## src/sv/scar_pkg.sv

```systemverilog
`default_nettype none
package scar_pkg;

	// Fixed sample and internal formats
	localparam int SW = 16;
	localparam int IW = 24;
	localparam int FRAC_BITS = IW - 5;
	localparam int GAIN_W = 18;
	localparam int ACC_W = IW + GAIN_W + 1;
	localparam int IN_SHIFT = SW + 15 - FRAC_BITS;
	localparam int WET_SHIFT = FRAC_BITS + 16 - (SW - 1);
	localparam int Q16 = 16;
	localparam logic [GAIN_W-1:0] IN_GAIN = 18'd983;

	// Filter bank
	localparam int NCOMB = 8;
	localparam int NAP = 4;
	localparam int NTAP = 2 * NCOMB + 2 * NAP;
	localparam int TIDX_W = $clog2(NTAP);
	localparam int TAP_W = 11;
	localparam int COMB_SUM = 11024;
	localparam int AP_SUM = 1563;
	localparam logic [TAP_W-1:0] COMB_LEN [NCOMB] = '{
		11'd1116, 11'd1188, 11'd1277, 11'd1356, 11'd1422, 11'd1491, 11'd1557, 11'd1617};
	localparam logic [TAP_W-1:0] AP_LEN [NAP] = '{11'd556, 11'd441, 11'd341, 11'd225};

	// Configuration registers
	localparam int CFG_IDX_W = 2;
	localparam int CFG_W = 17;
	localparam logic [CFG_IDX_W-1:0] REG_FEEDBACK = 2'd0;
	localparam logic [CFG_IDX_W-1:0] REG_DAMPING = 2'd1;
	localparam logic [CFG_IDX_W-1:0] REG_WET = 2'd2;
	localparam logic [CFG_IDX_W-1:0] REG_PREDELAY = 2'd3;
	localparam logic [15:0] FEEDBACK_RST = 16'd55050;
	localparam logic [15:0] DAMPING_RST = 16'd13107;
	localparam int PDLEN_W = 14;

	localparam logic signed [ACC_W-1:0] INT_HI = (ACC_W'(1) << (IW - 1)) - 1'b1;
	localparam logic signed [ACC_W-1:0] INT_LO = ~INT_HI;
	localparam logic signed [ACC_W-1:0] SMP_HI = (ACC_W'(1) << (SW - 1)) - 1'b1;
	localparam logic signed [ACC_W-1:0] SMP_LO = ~SMP_HI;

	typedef struct packed {
		logic signed [SW-1:0] left_sample;
		logic signed [SW-1:0] right_sample;
		logic in_last;
	} in_item_t;

	typedef struct packed {
		logic signed [SW-1:0] left_wet;
		logic signed [SW-1:0] right_wet;
		logic out_last;
	} out_item_t;

	typedef struct packed {
		logic en;
		logic clr;
	} mac_ctl_t;

	// Round to nearest, half toward +inf, dropping d fraction bits
	function automatic logic signed [ACC_W-1:0] rnd(input logic signed [ACC_W-1:0] v,
		input int d);
		logic signed [ACC_W-1:0] half;
		logic signed [ACC_W-1:0] s;
		half = '0;
		half[d-1] = 1'b1;
		s = v + half;
		rnd = s >>> d;
	endfunction

	function automatic logic signed [IW-1:0] sat_int(input logic signed [ACC_W-1:0] v);
		if (v > INT_HI) sat_int = INT_HI[IW-1:0];
		else if (v < INT_LO) sat_int = INT_LO[IW-1:0];
		else sat_int = v[IW-1:0];
	endfunction

	function automatic logic signed [SW-1:0] sat_smp(input logic signed [ACC_W-1:0] v);
		if (v > SMP_HI) sat_smp = SMP_HI[SW-1:0];
		else if (v < SMP_LO) sat_smp = SMP_LO[SW-1:0];
		else sat_smp = v[SW-1:0];
	endfunction

	function automatic logic signed [ACC_W-1:0] ext(input logic signed [IW-1:0] v);
		ext = v;
	endfunction

endpackage
`default_nettype wire

```

## src/sv/scar_mac.sv

```systemverilog
`default_nettype none
module scar_mac (
	input wire logic clk,
	input wire scar_pkg::mac_ctl_t ctl,
	input wire logic signed [scar_pkg::IW-1:0] a,
	input wire logic signed [scar_pkg::GAIN_W-1:0] b,
	output logic signed [scar_pkg::ACC_W-1:0] acc
);
	logic signed [scar_pkg::IW+scar_pkg::GAIN_W-1:0] prod;
	logic signed [scar_pkg::ACC_W-1:0] acc_q;

	assign prod = a * b;
	assign acc = acc_q;

	// Start a new sum or add onto the running one
	always_ff @(posedge clk) begin
		if (ctl.en) begin
			if (ctl.clr) acc_q <= scar_pkg::ACC_W'(prod);
			else acc_q <= acc_q + scar_pkg::ACC_W'(prod);
		end
	end
endmodule
`default_nettype wire
```

## config.mk

```make
export PLATFORM = sky130hd
export DESIGN_NAME = scar_mac
export DESIGN_NICKNAME = d
export VERILOG_FILES = /design/src/sv/scar_pkg.sv /design/src/sv/scar_mac.sv
export SDC_FILE = /design/constraint.sdc
export NUM_CORES = 1
export LEC_CHECK = 0
export ABC_AREA = 1
export CAP_MARGIN = 25
export CORE_MARGIN = 1
export CORE_UTILIZATION = 55
export CTS_BUF_LIST = sky130_fd_sc_hd__clkbuf_4 sky130_fd_sc_hd__clkbuf_8
export DETAILED_ROUTE_END_ITERATION = 8
export DONT_BUFFER_PORTS = 1
export PLACE_DENSITY = 0.7
export SKIP_CTS_REPAIR_TIMING = 1
export SLEW_MARGIN = 15
export SYNTH_ARGS = -nofsm -noshare
export SYNTH_HDL_FRONTEND = slang
export SYNTH_SLANG_ARGS = --single-unit
```

## constraint.sdc

```tcl
create_clock -name clk -period 9 [get_ports clk]
set_input_delay 0.45 -clock clk [delete_from_list [all_inputs] [get_ports clk]]
set_output_delay 0.45 -clock clk [all_outputs]
set_load 0.01 [all_outputs]
```

==> out/results.ini <==
[floorplan]
die_area_um2 = 39900
fp.dieH_um = 200
dieWidth_um = 200
coreArea_um2 = 38600
ios = 88
start_util_pct = 55.7
rows = 72

[sta]
slew_viol_final = 0
finalHoldViolCount = 0
min_period_ns = 7.74
fin_tns_setup_ns = 0
skew_ns = 0.00989
tightest_slew_ns = 0.849
finalCritPeriodShare_pct = 86.0
grt_setup_unrepaired = no
fmax_ghz = 0.129
finalSetupViolations = 0
max-slew-margin-rel_pct = 43.3
setup_slack_ns = 1.26

[logic_synthesis]
syn_nets = 3582
synthFlopType = edfxtp_1
ys_seq_area_share_pct = 6.01
ys_types = 46
synth.top_cell.area_share_pct = 39.7
yosys_warnings = 0
synth_seq_cells = 43
netlist_area_um2 = 21500
yosys-top-cells-area = fa_1 (40%), nand2_1 (15%), inv_1 (14%), ha_1 (8.7%), edfxtp_1 (6.0%)
yosys.area.top_type = fa_1
synth_cells = 2962
synth-edff-count = 43
avgSynthCellArea_um2 = 7.25
ys_async_sr_fraction_pct = 0

[critical_path]
rr_worst_depth = 15
crit_slowest_cell = fa_1
critPathMaxStageDelay_ns = 0.58
worstSetupPathType = input pin to flip-flop
setup.worst_path.start = b[17]
cp.arrival_ns = 7.85
end_kind = flip-flop
r2r-start = acc[0]
crit_required_ns = 9.11
r2r_slack_ns = 5.85
worstSetupEndpoint = acc[36]
rr_endpoint = acc[24]
crit_path_start_kind = input pin
crit_fanout = 20

[placed_design]
io_buffers = 0
dpl-instance-area_um2 = 21800
dp_slack_ns = 1.03
dp_hpwl_um = 53300
gp_congestion = 1.03

[finish]
largest_reg_flops = 43
layout.nets = 3498
fin_area_um2 = 21900
final_common_cell = nand2_1
antenna_cells = 0
syn_to_final_growth_pct = 1.79
layout-drive-gt1-share_pct = 2.08
final_cell_mix = nand2_1 (831), inv_1 (800), fa_1 (426)

[global_routing]
antenna_found_initial = 0
grt_pass1_vias = 19000
overflow = 0
grt_max_degree = 53
grt_pass1_wl_um = 100000
grt_usage_pct = 32.9

[clocking]
htreeDepth = 2
clockBufferDepth = 2
clock_latency_ns = 0.34
path_clk_slew_ns = 0.10
clock-sinks = 43
cts_tree = yes
cts-root-buf = clkbuf_8
cts_buffers = 5

[detailed_routing]
drt_iter0_drc = 1381
wl_um = 62100
via_count = 18200
drcViolationCount = 0
wl_per_cell_um = 18.3
avgViaCountPerCell = 5.36
ant_nets = 0
first_pass_iters = 5

[status]
status = finished clean

[flow_run]
drv_cap = 0

[worst_hold_path]
hold_class = input pin to flip-flop

-- worst max-delay path: cells and delay by family --
kind,cells,cell delay [ns]
AND/OR/NAND/NOR,14,2.74
AO/OA/AOI/OAI,1,0.12
buffers and inverters,5,0.62
adder cells (fa/ha/maj),8,3.47
XOR/XNOR,1,0.42
-- Yosys cell counts, types with 2 or more instances --
cell,instances
nand2_1,831
inv_1,800
fa_1,426
nor2_1,171
ha_1,149
a21oi_1,99
nand3_1,89
clkbuf_1,84
o21ai_0,57
edfxtp_1,43
nand4_1,24
o21bai_1,20
xor2_1,18
o21ai_1,17
nor3_1,16
nand3b_1,15
and2_1,13
nand2_2,13
or2_2,13
xnor2_1,10
a21o_1,9
buf_1,5
nor2_2,5
a21oi_2,3
a31oi_1,3
inv_2,3
nand3_2,3
nor3_2,3
o211ai_1,2
xor2_2,2
-- metrics by stage --
| stage | utilization, % | std cells | hold slack [ns] |
|---|---|---|---|
| 2_1_floorplan | - | 2962 | 0.562 |
| 3_3_place_gp | 56.5 | 3389 | 0.566 |
| 6_report | 56.7 | 3397 | 0.223 |
| 4_1_cts | 56.7 | 3397 | 0.213 |
| 5_1_grt | 56.7 | 3397 | 0.201 |
| 3_5_place_dp | 56.5 | 3389 | 0.566 |
-- layer usage --
layer	track usage (%)	routed length, um
met5	0	0
met4	9.27	1790
met3	5.69	5180
met2	55.9	29800
met1	43.2	25300
-- layout make-up --
cell class / count / area, um2
Clock buffer: 5 / 68.8
Clock inverter: 3 / 25.0
Fill cell: 3765 / 16700
Inverter: 804 / 3020
Multi-Input combinational cell: 2022 / 16800
Sequential cell: 43 / 1290
Tap cell: 518 / 648
Timing Repair Buffer: 2 / 15.0
-- kinds of logic after synthesis --
| kind of cell | synth area share (%) |
|---|---|
| DFF | 6.01 |
| AOI/OAI and AO/OA | 5.57 |
| and+or+nand+nor | 23.0 |
| xor gates and xnor gates | 1.29 |
| adders and majority gates | 48.4 |
| buffers and inverters | 15.8 |
-- worst min path at each step --
| stage | startpoint | endpoint | slack [ns] | depth (start not counted) |
|---|---|---|---|---|
| CTS | ctl[1] | acc[5] | 0.21 | 0 |
| floorplan | ctl[1] | acc[0] | 0.56 | 0 |
| global placement | ctl[1] | acc[7] | 0.57 | 0 |
| finish | ctl[1] | acc[5] | 0.22 | 0 |
| detailed placement | ctl[1] | acc[7] | 0.57 | 0 |
| global route | ctl[1] | acc[11] | 0.20 | 0 |
Power is left out: the tool's default activity adds up to more than one toggle a clock period on the data nets, which glitch-free logic cannot reach.
